--- src/hdl/hflut_pkg.sv ---
package hflut_pkg;

    localparam logic [27:0] HEADER_BYTES  = 28'd12;
    localparam logic [27:0] COUNT_MAX     = 28'h0FFF_FFFF;
    localparam logic [31:0] MIN_DIMENSION = 32'd2;
    localparam logic [31:0] MAX_DIMENSION = 32'd256;
    localparam logic [31:0] RESERVED_VALUE = 32'd0;
    localparam int          QUEUE_DEPTH   = 2;

    localparam logic KIND_CHANNEL = 1'b0;
    localparam logic KIND_STATUS  = 1'b1;

    typedef enum logic [2:0] {
        ST_OK        = 3'd0,
        ST_TRUNCATED = 3'd1,
        ST_RESERVED  = 3'd2,
        ST_DIMENSION = 3'd3,
        ST_SCALE     = 3'd4,
        ST_LENGTH    = 3'd5,
        ST_NONFINITE = 3'd6
    } t_status;

    typedef enum logic {
        BK_CHANNEL = 1'b0,
        BK_STATUS  = 1'b1
    } t_back_state;

    // One queue entry: an optional channel followed by an optional final status
    typedef struct packed {
        logic        ch_valid;
        logic [15:0] half;
        logic [25:0] ch_num;
        logic        st_valid;
        t_status     status;
        logic [8:0]  dim;
        logic [31:0] scale;
        logic [25:0] st_num;
    } t_qentry;

endpackage

--- src/hdl/half_float_lut_stream_parser.sv ---
// Streaming parser for a binary colour LUT: one byte per accepted item, with a
// last flag. The front checks the 12-byte little-endian header, forms the
// expected length 12 + 8*dim^3 (the cube is built by a two-stage multiplier
// while the scale bytes arrive) and queues each complete half-precision
// channel; the back widens it to single precision and presents it with its
// index through a registered output. The byte marked last also produces a
// status result, and the parser then starts afresh. Bytes are accepted at one
// per cycle; a last byte that also completes a channel yields a channel result
// and then a status result, and the input stalls only when the two-entry
// queue is full. Each result passes through the queue and then the output
// register. Channels are valid only when the final status reads ok.
module half_float_lut_stream_parser (
    input  logic        i_clk,
    input  logic        i_rst_n,
    input  logic        i_valid,
    output logic        o_stall,
    input  logic [7:0]  i_data_byte,
    input  logic        i_is_last,
    output logic        o_valid,
    input  logic        i_stall,
    output logic        o_kind,
    output logic [31:0] o_channel_bits,
    output logic [25:0] o_channel_number,
    output logic [2:0]  o_status,
    output logic [8:0]  o_lut_dimension,
    output logic [31:0] o_scale_bits,
    output logic        o_end_of_run
);

    logic               accept;
    logic               push;
    logic               pop;
    logic               q_full;
    logic               head_valid;
    hflut_pkg::t_qentry entry;
    hflut_pkg::t_qentry head;

    assign o_stall = q_full;
    assign accept  = i_valid && !q_full;

    hflut_front u_front (
        .i_clk       (i_clk),
        .i_rst_n     (i_rst_n),
        .i_accept    (accept),
        .i_data_byte (i_data_byte),
        .i_is_last   (i_is_last),
        .o_push      (push),
        .o_entry     (entry)
    );

    hflut_queue u_queue (
        .i_clk        (i_clk),
        .i_rst_n      (i_rst_n),
        .i_push       (push),
        .i_entry      (entry),
        .i_pop        (pop),
        .o_full       (q_full),
        .o_head_valid (head_valid),
        .o_head       (head)
    );

    hflut_back u_back (
        .i_clk            (i_clk),
        .i_rst_n          (i_rst_n),
        .i_head_valid     (head_valid),
        .i_head           (head),
        .o_pop            (pop),
        .o_valid          (o_valid),
        .i_stall          (i_stall),
        .o_kind           (o_kind),
        .o_channel_bits   (o_channel_bits),
        .o_channel_number (o_channel_number),
        .o_status         (o_status),
        .o_lut_dimension  (o_lut_dimension),
        .o_scale_bits     (o_scale_bits),
        .o_end_of_run     (o_end_of_run)
    );

endmodule

--- src/hdl/hflut_front.sv ---
module hflut_front (
    input  logic              i_clk,
    input  logic              i_rst_n,
    input  logic              i_accept,
    input  logic [7:0]        i_data_byte,
    input  logic              i_is_last,
    output logic              o_push,
    output hflut_pkg::t_qentry o_entry
);

    logic [27:0]        r_byte_cnt, n_byte_cnt;
    logic [31:0]        r_reserved, n_reserved;
    logic [31:0]        r_dim, n_dim;
    logic [31:0]        r_scale, n_scale;
    logic [27:0]        r_exp_len, n_exp_len;
    logic [7:0]         r_low, n_low;
    hflut_pkg::t_status r_held, n_held;
    logic [25:0]        r_chan_cnt, n_chan_cnt;
    logic [16:0]        r_dsq;
    logic [24:0]        r_cube;

    logic [4:0]         lane;
    logic               dim_ok;
    logic               scale_bad;
    logic               full;
    logic               emit_ch;
    hflut_pkg::t_status fin_status;

    assign lane   = {r_byte_cnt[1:0], 3'b000};
    assign dim_ok = (r_dim >= hflut_pkg::MIN_DIMENSION) && (r_dim <= hflut_pkg::MAX_DIMENSION);

    // Cube of the dimension, settled over the scale bytes
    always_ff @(posedge i_clk) begin
        r_dsq  <= {8'd0, r_dim[8:0]} * {8'd0, r_dim[8:0]};
        r_cube <= {8'd0, r_dsq} * {16'd0, r_dim[8:0]};
    end

    always_comb begin
        n_byte_cnt = r_byte_cnt;
        n_reserved = r_reserved;
        n_dim      = r_dim;
        n_scale    = r_scale;
        n_exp_len  = r_exp_len;
        n_low      = r_low;
        n_held     = r_held;
        n_chan_cnt = r_chan_cnt;
        emit_ch    = 1'b0;
        scale_bad  = 1'b0;
        full       = 1'b0;
        fin_status = hflut_pkg::ST_OK;
        o_push     = 1'b0;
        o_entry    = '0;
        o_entry.half   = {i_data_byte, r_low};
        o_entry.ch_num = r_chan_cnt;

        if (i_accept) begin
            if (r_byte_cnt < 28'd4) begin
                n_reserved[lane +: 8] = i_data_byte;
            end else if (r_byte_cnt < 28'd8) begin
                n_dim[lane +: 8] = i_data_byte;
            end else if (r_byte_cnt < hflut_pkg::HEADER_BYTES) begin
                n_scale[lane +: 8] = i_data_byte;
            end else if (!r_byte_cnt[0]) begin
                n_low = i_data_byte;
            end else if (r_held == hflut_pkg::ST_OK && r_byte_cnt < r_exp_len) begin
                emit_ch    = 1'b1;
                n_chan_cnt = r_chan_cnt + 26'd1;
                if (i_data_byte[6:2] == 5'h1F) begin
                    n_held = hflut_pkg::ST_NONFINITE;
                end
            end

            if (r_byte_cnt == hflut_pkg::HEADER_BYTES - 28'd1) begin
                scale_bad = n_scale[31] || (n_scale[30:23] == 8'hFF) || (n_scale == 32'd0);
                if (r_reserved != hflut_pkg::RESERVED_VALUE) begin
                    n_held = hflut_pkg::ST_RESERVED;
                end else if (!dim_ok) begin
                    n_held = hflut_pkg::ST_DIMENSION;
                end else if (scale_bad) begin
                    n_held = hflut_pkg::ST_SCALE;
                end else begin
                    n_exp_len = hflut_pkg::HEADER_BYTES + {r_cube, 3'b000};
                end
            end

            if (r_byte_cnt != hflut_pkg::COUNT_MAX) begin
                n_byte_cnt = r_byte_cnt + 28'd1;
            end

            o_entry.ch_valid = emit_ch;

            if (i_is_last) begin
                full = n_byte_cnt >= hflut_pkg::HEADER_BYTES;
                if (!full) begin
                    fin_status = hflut_pkg::ST_TRUNCATED;
                end else if (n_held == hflut_pkg::ST_RESERVED ||
                             n_held == hflut_pkg::ST_DIMENSION ||
                             n_held == hflut_pkg::ST_SCALE) begin
                    fin_status = n_held;
                end else if (n_byte_cnt != n_exp_len) begin
                    fin_status = hflut_pkg::ST_LENGTH;
                end else begin
                    fin_status = n_held;
                end
                o_entry.st_valid = 1'b1;
                o_entry.status   = fin_status;
                o_entry.dim      = (full && dim_ok) ? r_dim[8:0] : 9'd0;
                o_entry.scale    = n_scale;
                o_entry.st_num   = n_chan_cnt;

                // Return to the reset state for the next file
                n_byte_cnt = '0;
                n_reserved = '0;
                n_dim      = '0;
                n_scale    = '0;
                n_exp_len  = '0;
                n_low      = '0;
                n_held     = hflut_pkg::ST_OK;
                n_chan_cnt = '0;
            end

            o_push = emit_ch || i_is_last;
        end
    end

    always_ff @(posedge i_clk) begin
        if (!i_rst_n) begin
            r_byte_cnt <= '0;
            r_reserved <= '0;
            r_dim      <= '0;
            r_scale    <= '0;
            r_exp_len  <= '0;
            r_low      <= '0;
            r_held     <= hflut_pkg::ST_OK;
            r_chan_cnt <= '0;
        end else begin
            r_byte_cnt <= n_byte_cnt;
            r_reserved <= n_reserved;
            r_dim      <= n_dim;
            r_scale    <= n_scale;
            r_exp_len  <= n_exp_len;
            r_low      <= n_low;
            r_held     <= n_held;
            r_chan_cnt <= n_chan_cnt;
        end
    end

    a_last_clears: assert property (@(posedge i_clk) disable iff (!i_rst_n)
        (i_accept && i_is_last) |=> (r_byte_cnt == 28'd0 && r_chan_cnt == 26'd0))
        else $error("state not cleared after final item");

    a_error_after_header: assert property (@(posedge i_clk) disable iff (!i_rst_n)
        (r_held != hflut_pkg::ST_OK) |-> (r_byte_cnt >= hflut_pkg::HEADER_BYTES))
        else $error("error held before header complete");

    a_nonfinite_needs_length: assert property (@(posedge i_clk) disable iff (!i_rst_n)
        (r_held == hflut_pkg::ST_NONFINITE) |-> (r_exp_len != 28'd0))
        else $error("nonfinite error without a valid header");

endmodule

--- src/hdl/hflut_queue.sv ---
module hflut_queue (
    input  logic               i_clk,
    input  logic               i_rst_n,
    input  logic               i_push,
    input  hflut_pkg::t_qentry i_entry,
    input  logic               i_pop,
    output logic               o_full,
    output logic               o_head_valid,
    output hflut_pkg::t_qentry o_head
);

    localparam int PTR_W = (hflut_pkg::QUEUE_DEPTH > 1) ? $clog2(hflut_pkg::QUEUE_DEPTH) : 1;
    localparam int CNT_W = $clog2(hflut_pkg::QUEUE_DEPTH + 1);
    localparam logic [PTR_W-1:0] LAST_PTR = PTR_W'(hflut_pkg::QUEUE_DEPTH - 1);
    localparam logic [CNT_W-1:0] DEPTH_CNT = CNT_W'(hflut_pkg::QUEUE_DEPTH);

    hflut_pkg::t_qentry r_mem [hflut_pkg::QUEUE_DEPTH];
    logic [PTR_W-1:0]   r_wr_ptr, r_rd_ptr;
    logic [CNT_W-1:0]   r_count;

    assign o_full       = r_count == DEPTH_CNT;
    assign o_head_valid = r_count != '0;
    assign o_head       = r_mem[r_rd_ptr];

    always_ff @(posedge i_clk) begin
        if (i_push) begin
            r_mem[r_wr_ptr] <= i_entry;
        end
    end

    always_ff @(posedge i_clk) begin
        if (!i_rst_n) begin
            r_wr_ptr <= '0;
            r_rd_ptr <= '0;
            r_count  <= '0;
        end else begin
            if (i_push) begin
                r_wr_ptr <= (r_wr_ptr == LAST_PTR) ? '0 : r_wr_ptr + PTR_W'(1);
            end
            if (i_pop) begin
                r_rd_ptr <= (r_rd_ptr == LAST_PTR) ? '0 : r_rd_ptr + PTR_W'(1);
            end
            case ({i_push, i_pop})
                2'b10:   r_count <= r_count + CNT_W'(1);
                2'b01:   r_count <= r_count - CNT_W'(1);
                default: r_count <= r_count;
            endcase
        end
    end

    a_no_overflow: assert property (@(posedge i_clk) disable iff (!i_rst_n)
        i_push |-> (!o_full || i_pop))
        else $error("push into full queue");

endmodule

--- src/hdl/hflut_back.sv ---
module hflut_back (
    input  logic               i_clk,
    input  logic               i_rst_n,
    input  logic               i_head_valid,
    input  hflut_pkg::t_qentry i_head,
    output logic               o_pop,
    output logic               o_valid,
    input  logic               i_stall,
    output logic               o_kind,
    output logic [31:0]        o_channel_bits,
    output logic [25:0]        o_channel_number,
    output logic [2:0]         o_status,
    output logic [8:0]         o_lut_dimension,
    output logic [31:0]        o_scale_bits,
    output logic               o_end_of_run
);

    hflut_pkg::t_back_state r_state, n_state;
    logic        r_valid, n_valid;
    logic        r_kind, n_kind;
    logic [31:0] r_bits, n_bits;
    logic [25:0] r_num, n_num;
    logic [2:0]  r_status, n_status;
    logic [8:0]  r_dim, n_dim;
    logic [31:0] r_scale, n_scale;
    logic        r_end, n_end;
    logic        load;
    logic        take_status;

    function automatic logic [31:0] widen_half(input logic [15:0] h);
        logic       sgn;
        logic [4:0] e;
        logic [9:0] m;
        logic [3:0] p;
        logic [9:0] mn;
        logic [7:0] ef;
        sgn = h[15];
        e   = h[14:10];
        m   = h[9:0];
        p   = 4'd0;
        for (int k = 0; k < 10; k++) begin
            if (m[k]) begin
                p = 4'(k);
            end
        end
        if (e == 5'd0) begin
            if (m == 10'd0) begin
                return {sgn, 31'd0};
            end
            // Normalise the subnormal: leading one becomes implicit
            mn = m << (4'd10 - p);
            ef = 8'd103 + {4'd0, p};
            return {sgn, ef, mn, 13'd0};
        end
        if (e == 5'h1F) begin
            return {sgn, 8'hFF, m, 13'd0};
        end
        ef = {3'd0, e} + 8'd112;
        return {sgn, ef, m, 13'd0};
    endfunction

    always_comb begin
        load        = !r_valid || !i_stall;
        n_state     = r_state;
        n_valid     = r_valid && i_stall;
        n_kind      = r_kind;
        n_bits      = r_bits;
        n_num       = r_num;
        n_status    = r_status;
        n_dim       = r_dim;
        n_scale     = r_scale;
        n_end       = r_end;
        o_pop       = 1'b0;
        take_status = 1'b0;

        if (load && i_head_valid) begin
            n_valid = 1'b1;
            case (r_state)
                hflut_pkg::BK_CHANNEL: begin
                    if (i_head.ch_valid) begin
                        n_kind   = hflut_pkg::KIND_CHANNEL;
                        n_bits   = widen_half(i_head.half);
                        n_num    = i_head.ch_num;
                        n_status = hflut_pkg::ST_OK;
                        n_dim    = 9'd0;
                        n_scale  = 32'd0;
                        n_end    = 1'b0;
                        // Hold the entry when its status is still to go
                        if (i_head.st_valid) begin
                            n_state = hflut_pkg::BK_STATUS;
                        end else begin
                            o_pop = 1'b1;
                        end
                    end else begin
                        take_status = 1'b1;
                    end
                end
                hflut_pkg::BK_STATUS: begin
                    take_status = 1'b1;
                end
                default: begin
                    take_status = 1'b1;
                end
            endcase
            if (take_status) begin
                n_kind   = hflut_pkg::KIND_STATUS;
                n_bits   = 32'd0;
                n_num    = i_head.st_num;
                n_status = i_head.status;
                n_dim    = i_head.dim;
                n_scale  = i_head.scale;
                n_end    = 1'b1;
                n_state  = hflut_pkg::BK_CHANNEL;
                o_pop    = 1'b1;
            end
        end
    end

    always_ff @(posedge i_clk) begin
        if (!i_rst_n) begin
            r_state <= hflut_pkg::BK_CHANNEL;
            r_valid <= 1'b0;
        end else begin
            r_state <= n_state;
            r_valid <= n_valid;
        end
    end

    always_ff @(posedge i_clk) begin
        r_kind   <= n_kind;
        r_bits   <= n_bits;
        r_num    <= n_num;
        r_status <= n_status;
        r_dim    <= n_dim;
        r_scale  <= n_scale;
        r_end    <= n_end;
    end

    assign o_valid          = r_valid;
    assign o_kind           = r_kind;
    assign o_channel_bits   = r_bits;
    assign o_channel_number = r_num;
    assign o_status         = r_status;
    assign o_lut_dimension  = r_dim;
    assign o_scale_bits     = r_scale;
    assign o_end_of_run     = r_end;

    a_status_pending: assert property (@(posedge i_clk) disable iff (!i_rst_n)
        (r_state == hflut_pkg::BK_STATUS) |->
            (i_head_valid && i_head.ch_valid && i_head.st_valid))
        else $error("status phase without a matching entry");

endmodule

--- config.mk ---
export PLATFORM = sky130hd
export DESIGN_NAME = half_float_lut_stream_parser
export DESIGN_NICKNAME = d
export VERILOG_FILES = /design/src/hdl/hflut_pkg.sv /design/src/hdl/half_float_lut_stream_parser.sv /design/src/hdl/hflut_front.sv /design/src/hdl/hflut_queue.sv /design/src/hdl/hflut_back.sv
export SDC_FILE = /design/constraint.sdc
export NUM_CORES = 1
export LEC_CHECK = 0
export BUFFER_PORTS_ARGS = -buffer_cell sky130_fd_sc_hd__buf_2
export CORE_ASPECT_RATIO = 2
export CORE_MARGIN = 2
export CORE_UTILIZATION = 50
export DETAILED_ROUTE_END_ITERATION = 16
export GPL_ROUTABILITY_DRIVEN = 0
export PLACE_DENSITY = 0.73
export SLEW_MARGIN = 5
export SYNTH_ARGS = -nofsm -noshare
export SYNTH_HDL_FRONTEND = slang
export SYNTH_SLANG_ARGS = --single-unit
--- constraint.sdc ---
create_clock -name i_clk -period 15.6 [get_ports i_clk]
set_input_delay 3.9 -clock i_clk [delete_from_list [all_inputs] [get_ports i_clk]]
set_output_delay 3.9 -clock i_clk [all_outputs]
set_load 0.02 [all_outputs]
==> results of run 1 <==
## sequential cells by signal, summed over array words and instances (netlist names), 3 cells and up, named ones only
name,cells
u_back.o_channel_bits,18
u_back.o_channel_number,26
u_back.o_lut_dimension,9
u_back.o_scale_bits,32
u_back.o_status,3
u_front.r_byte_cnt,28
u_front.r_chan_cnt,26
u_front.r_cube,25
u_front.r_dim,32
u_front.r_dsq,16
u_front.r_exp_len,28
u_front.r_held,3
u_front.r_low,8
u_front.r_reserved,32
u_front.r_scale,32
u_queue.r_mem,228
## worst max-delay path: stages
cell and delay, ps:
buf_2 340, nor3_1 110, o22a_1 190, a2111oi_0 500, nor3b_1 120, and4b_1 230, nand3_1 240, o211a_1 450
o211ai_1 150, and2_1 230, nor4b_2 300, nand4b_1 230, a211oi_2 310
## layout by cell type, fill, tap and decap left out, drive strengths merged, types with 45 or more instances in the layout
cell	count
nand2	299
mux2i	68
clkbuf	61
buf	140
nor2b	82
dfxtp	237
and2	245
edfxtp	317
a21oi	75
nor2	200
a22oi	80
xnor2	88
inv	199
nand4	45
ha	116
fa	131
o21ai	193
## metrics by stage
stage                     hold slack, ps  area [sq um]
after floorplan                      329         31400
after global placement               435         32500
after detailed placement             448         32500
after CTS                            468         34100
after global routing                 491         34100
final                                468         34100
## cell usage after synthesis (7+ instances only)
cell,number,area [sq um]
a21o_1,21,158
fa_1,131,2620
nand4_1,41,257
nor3_1,31,155
nand3_1,43,215
xor2_1,42,368
edfxtp_1,317,9520
a21boi_0,23,173
inv_1,191,717
or4_1,10,75.1
or2_2,8,50.1
nand2_1,299,1120
a31oi_1,18,113
a21oi_1,75,375
ha_1,116,1450
dfxtp_1,237,4740
clkbuf_1,130,488
xnor2_1,88,771
mux2i_1,67,671
o21ai_0,179,896
nand2b_1,13,81.3
mux2_2,16,180
buf_4,17,128
nor4_2,8,100
nor2_1,199,747
and3_1,26,163
a22o_1,19,166
and4_1,12,105
buf_2,11,55.1
nor2b_1,82,513
nor4_1,32,200
a211oi_1,7,52.6
buf_1,17,63.8
and2_1,244,1530
o21ai_1,14,70.1
a22oi_1,80,601
mux4_2,26,586
or3_1,24,150
## kinds of logic (layout without fill, tap and decap cells)
| kind of cell | after synthesis | count (layout) | share of synthesized area, % |
|---|---|---|---|
| muxes | 110 | 110 | 4.62 |
| and+or+nand+nor | 1104 | 1104 | 18.5 |
| AOI/OAI and AO/OA | 499 | 499 | 10.0 |
| buffers and inverters | 370 | 418 | 4.75 |
| other | 1 | 14 | 0.0120 |
| adders and majority gates | 247 | 247 | 13.0 |
| DFF | 554 | 554 | 45.5 |
| xor gates and xnor gates | 130 | 130 | 3.63 |
## area by class of cell
cell class,count,share of cell area [%]
multi-input cells,2103,46.1
flip-flops and latches,554,41.8
clock buffers,61,3.93
well taps,786,2.88
repair buffers,140,2.33
inverters,192,2.11
clock inverters,25,0.847
diodes,1,0.00734
## report_power, final
group	total, uW	leakage (uW)	switching (uW)	internal, uW
combinational	912	0.00751	625	287
clock	1250	0.000796	553	696
sequential	1820	0.00489	59.5	1760
## per-layer routing
metal | global-route usage [%] | share of wire [%] | vias to the layer above
li1 | - | - | 10500
met2 | 46.3 | 53 | 1025
met5 | 0 | 0.036 | -
met3 | 4.07 | 5.8 | 399
met1 | 25.0 | 33 | 11300
met4 | 18.8 | 8.2 | 4
## worst paths after layout
| kind | start | end | slack (ps) | depth (start not counted) |
|---|---|---|---|---|
| setup reg to reg | u_front.r_dim[2] | u_front.r_cube[23] | 9990 | 22 |
| setup / recovery | i_data_byte[2] | u_queue.r_mem[0][68] | 8720 | 13 |
| hold / removal | u_front.r_low[4] | u_queue.r_mem[1][101] | 470 | 0 |
| hold reg to reg | u_front.r_low[4] | u_queue.r_mem[1][101] | 470 | 0 |
==> metrics, run 1 <==
peak supply drop=0.0862 mV; die height=358 um; fraction of registers with async set/reset=0%; Hold WC Path Type=flop to flop; # resized after CTS=0; total die area=64900 sq um; Post-Place Worst Slack=8310 ps; CP Capture Type=flop; Final period util=44.1%; Detail Route Antenna Nets=0; Distinct cells, synth=84; Multi-input gate area=15700 sq um; #FFs+latches synth=554; site row count=129; total global routing track utilization=25.0%; failing checks=design-rule violations; Hold Buf Count CTS=0; grt total ovfl=0; Post-Syn Area=31400 sq um; synth warn=0; initial antenna violation count=2; register area=14300 sq um; drt total wl=81.1 mm; Mapped Cells=3015; htree depth=2; worst slew pin tran=1210 ps; TritonCTS buffer count=46; status=finished with violations; Max FO, Critical Path=16; sequential-to-total area share from yosys stat=45.5%; Final Hold Fails=0; Num Clock Sinks=554; vias in the first global route=23900; placed wire-length estimate=57.1 mm; Finish-stage setup viols=0; Post-synth EDFFs=317; Post-CTS Setup Repair Bufs=0; CTS Root Cell=clkbuf_16; Worst-Skew Late Latency=610 ps; Clock Tree Buf Depth=3; io pins=119; largest net degree at the start of global routing=197; DR DRC count=2; Arrival @ worst endpoint=7310 ps; DRT Pass-1 Iters=14; Slew headroom=19.5%; Min Clock Period, post-route=6880 ps; DRT iter0 DRCs=1875; RSZ-0062 raised after global routing=false; Die W=181 um; Max Freq=145 MHz; LEAKAGE=0.0132 uW; critical path class=input port to flop; Fin Clk Skew=23.4 ps; Final Max Slew Viols=0; setup TNS=0 ps; CTS tree=done; initial core utilization=50.6%; Final WS setup=8720 ps; Total Power=3990 uW; mean post-synth cell area=10.4 sq um; port bufs=105; nets=3297; max cap viols=0; Vias/cell=6.02; global-route wire length before repair=128 mm; CP Launch Type=input port; Filler cells=5324; Syn-to-layout area delta=8.71%; final std cells w/o fill=3862; Util after Layout=55.0%; Primary FF master, synth=edfxtp_1; clk slew on worst S/H paths=70 ps; Vias=23200; post-DR wirelength/cell=21.0 um; Worst EP required=16030 ps; pwr dens=117 nW/um^2; dpl cells=3775; core area=62000 sq um; share of cells above drive strength 1=9.85%
Note: power is estimated with default switching activity, not from simulation.
==> run 2: changes to the inputs <==
--- a/config.mk
+++ b/config.mk
@@ -11,7 +11,7 @@
 export CORE_UTILIZATION = 50
 export DETAILED_ROUTE_END_ITERATION = 16
 export GPL_ROUTABILITY_DRIVEN = 0
-export PLACE_DENSITY = 0.73
+export PLACE_DENSITY = 0.75
 export SLEW_MARGIN = 5
 export SYNTH_ARGS = -nofsm -noshare
 export SYNTH_HDL_FRONTEND = slang
==> constraint.sdc (replaced) <==
create_clock -name i_clk -period 5.88 [get_ports i_clk]
set_input_delay 1.47 -clock i_clk [delete_from_list [all_inputs] [get_ports i_clk]]
set_output_delay 1.47 -clock i_clk [all_outputs]
set_load 0.02 [all_outputs]
==> run 2 against run 1 <==
The flow now finishes without violations. Power increased to 2.6 times the previous value. Routed wire length decreased by 1.8%. Clock power increased to 2.5 times the previous value. Clock skew increased by 12 ps. Sequential share of layout area decreased by 0.29 points. Non-clock buffer count increased by 47. Flip-flop and latch count unchanged. Via count decreased by 1.6%.
==> metrics, run 2 (synthesis results as in run 1) <==
io pins=119 (unchanged); Most flops, register=u_queue.r_mem; share of cells above drive strength 1=11.0% (+1.1 points); status=completed; Vias=22900 (-1.6%); Final Max Slew Viols=0 (unchanged); final std cells w/o fill=3907 (+1.2%); Util after Layout=55.4% (+0.39 points); total global routing track utilization=24.6% (-0.42 points); initial antenna violation count=1 (-1); largest net degree at the start of global routing=98 (-50%); RSZ-0062 raised after global routing=false; dpl cells=3822 (+1.2%); Final Hold Fails=0 (unchanged); TritonCTS buffer count=46 (unchanged); vias in the first global route=23400 (-1.8%); drt total wl=79.6 mm (-1.8%); max reg flops=228 (unchanged); Max FO, Critical Path=13 (-3); Hold WC Path Type=flop to flop; Syn-to-layout area delta=9.49%; Slew headroom=29.7% (+10 points); CTS tree=done; peak supply drop=0.227 mV (+160%); r2r startpoint=u_front.r_dim[1]; die height=358 um (unchanged); worst setup path startpoint=u_front.r_dim[1]; Finish-stage setup viols=0 (unchanged); initial core utilization=50.6% (unchanged); port bufs=105 (unchanged); Post-Place Cell Area=32800 sq um (+1.1%); clk slew on worst S/H paths=70 ps (about the same); grt total ovfl=0 (unchanged); total die area=64900 sq um (unchanged); CP Capture Type=flop; critical path class=flop to flop; Final period util=92.4%; LEAKAGE=0.0134 uW (+1.2%); DR DRC count=0 (-2); nets=3344 (+1.4%); pwr dens=302 nW/um^2 (+160%); Min Clock Period, post-route=5430 ps; Arrival @ worst endpoint=5900 ps (-1410 ps); Vias/cell=5.85 (-2.8%); max cap viols=0 (unchanged); worst slew pin tran=1050 ps (-163 ps); hold_sp=u_front.r_low[5]; most frequent cells in the layout=edfxtp_1, nand2_1, and2_1; placed wire-length estimate=57.6 mm (+0.86%); setup TNS=0 ps (unchanged); Clock Tree Buf Depth=3 (unchanged); post-DR wirelength/cell=20.4 um (-3.0%); Worst EP required=6350 ps (-9680 ps); CP Launch Type=flop; site row count=129 (unchanged); DRT Pass-1 Iters=8 (-6); htree depth=2 (unchanged); core area=62000 sq um (unchanged); DRT iter0 DRCs=1583 (-16%); Num Clock Sinks=554 (unchanged); final instance area=34400 sq um (+0.72%); Worst-Skew Late Latency=620 ps (about the same); CTS Root Cell=clkbuf_16; Fin Clk Skew=35.9 ps (+12.5 ps); Die W=181 um (unchanged); global-route wire length before repair=125 mm (-2.3%); worst hold slack=465 ps (-3.45 ps); Detail Route Antenna Nets=0 (unchanged); commonest non-fill, non-tap cell in the layout=edfxtp_1; number of inserted diodes=0 (-1); Max Freq=184 MHz
==> run 2: worst max-delay path, stage by stage, from the launching register on <==
cell	delay, ps
dfxtp_1	380
buf_4	220
nand2_1	90
fa_1	480
fa_1	510
inv_1	40
ha_1	270
inv_1	50
fa_1	590
inv_1	60
ha_1	290
a21o_1	160
a21oi_1	250
o21ai_0	140
a21oi_1	270
o21ai_0	230
a211oi_1	380
o21ai_0	190
nand3_1	120
a31oi_1	110
a21o_1	190
a21oi_1	170
xnor2_1	90
==> run 2: cell type report <==
cell class                      instances  area, sq um
Inverter                              192          721
Fill cell                            5346        27600
Tap cell                              786          983
Clock buffer                           63         1260
Timing Repair Buffer                  187         1160
Sequential cell                       554        14300
Multi-Input combinational cell       2103        15700
Clock inverter                         22          240
==> run 2: worst paths after layout <==
| kind | to | slack, ps | cells after the start |
|---|---|---|---|
| setup / recovery | u_front.r_cube[24] | 450 | 22 |
| setup reg to reg | u_front.r_cube[24] | 450 | 22 |
| hold reg to reg | u_queue.r_mem[1][102] | 460 | 0 |
| hold / removal | u_queue.r_mem[1][102] | 460 | 0 |
==> run 2: routing by layer <==
layer  wire length (um)  part of all wire, %  GRT usage [%]  vias up
met5                  7               0.0088              0        -
met4               6090                  7.6           17.6        2
met3               3760                  4.7           3.15      323
met2              43200                   54           47.1      860
met1              26600                   33           24.1    11100
li1                   -                    -              -    10600
==> run 2: power breakdown <==
part,internal [uW],switching (uW)
Clock,1700,1430
Combinational,769,1640
Sequential,4680,145
==> run 2: stage by stage <==
stage | power [uW] | setup WS, ps
floorplan | 6610 | 8.05
global placement | 7280 | 319
detailed placement | 7330 | 310
CTS | 10400 | 261
global route | 10800 | 40.8
finish | 10400 | 448
==> run 2: repair_timing <==
item / in CTS / in global routing
gates resized for setup: 0 / 5
endpoints found under the setup margin: 0 / 1
buffers inserted: 0 / 0
hold buffers: 0 / 0
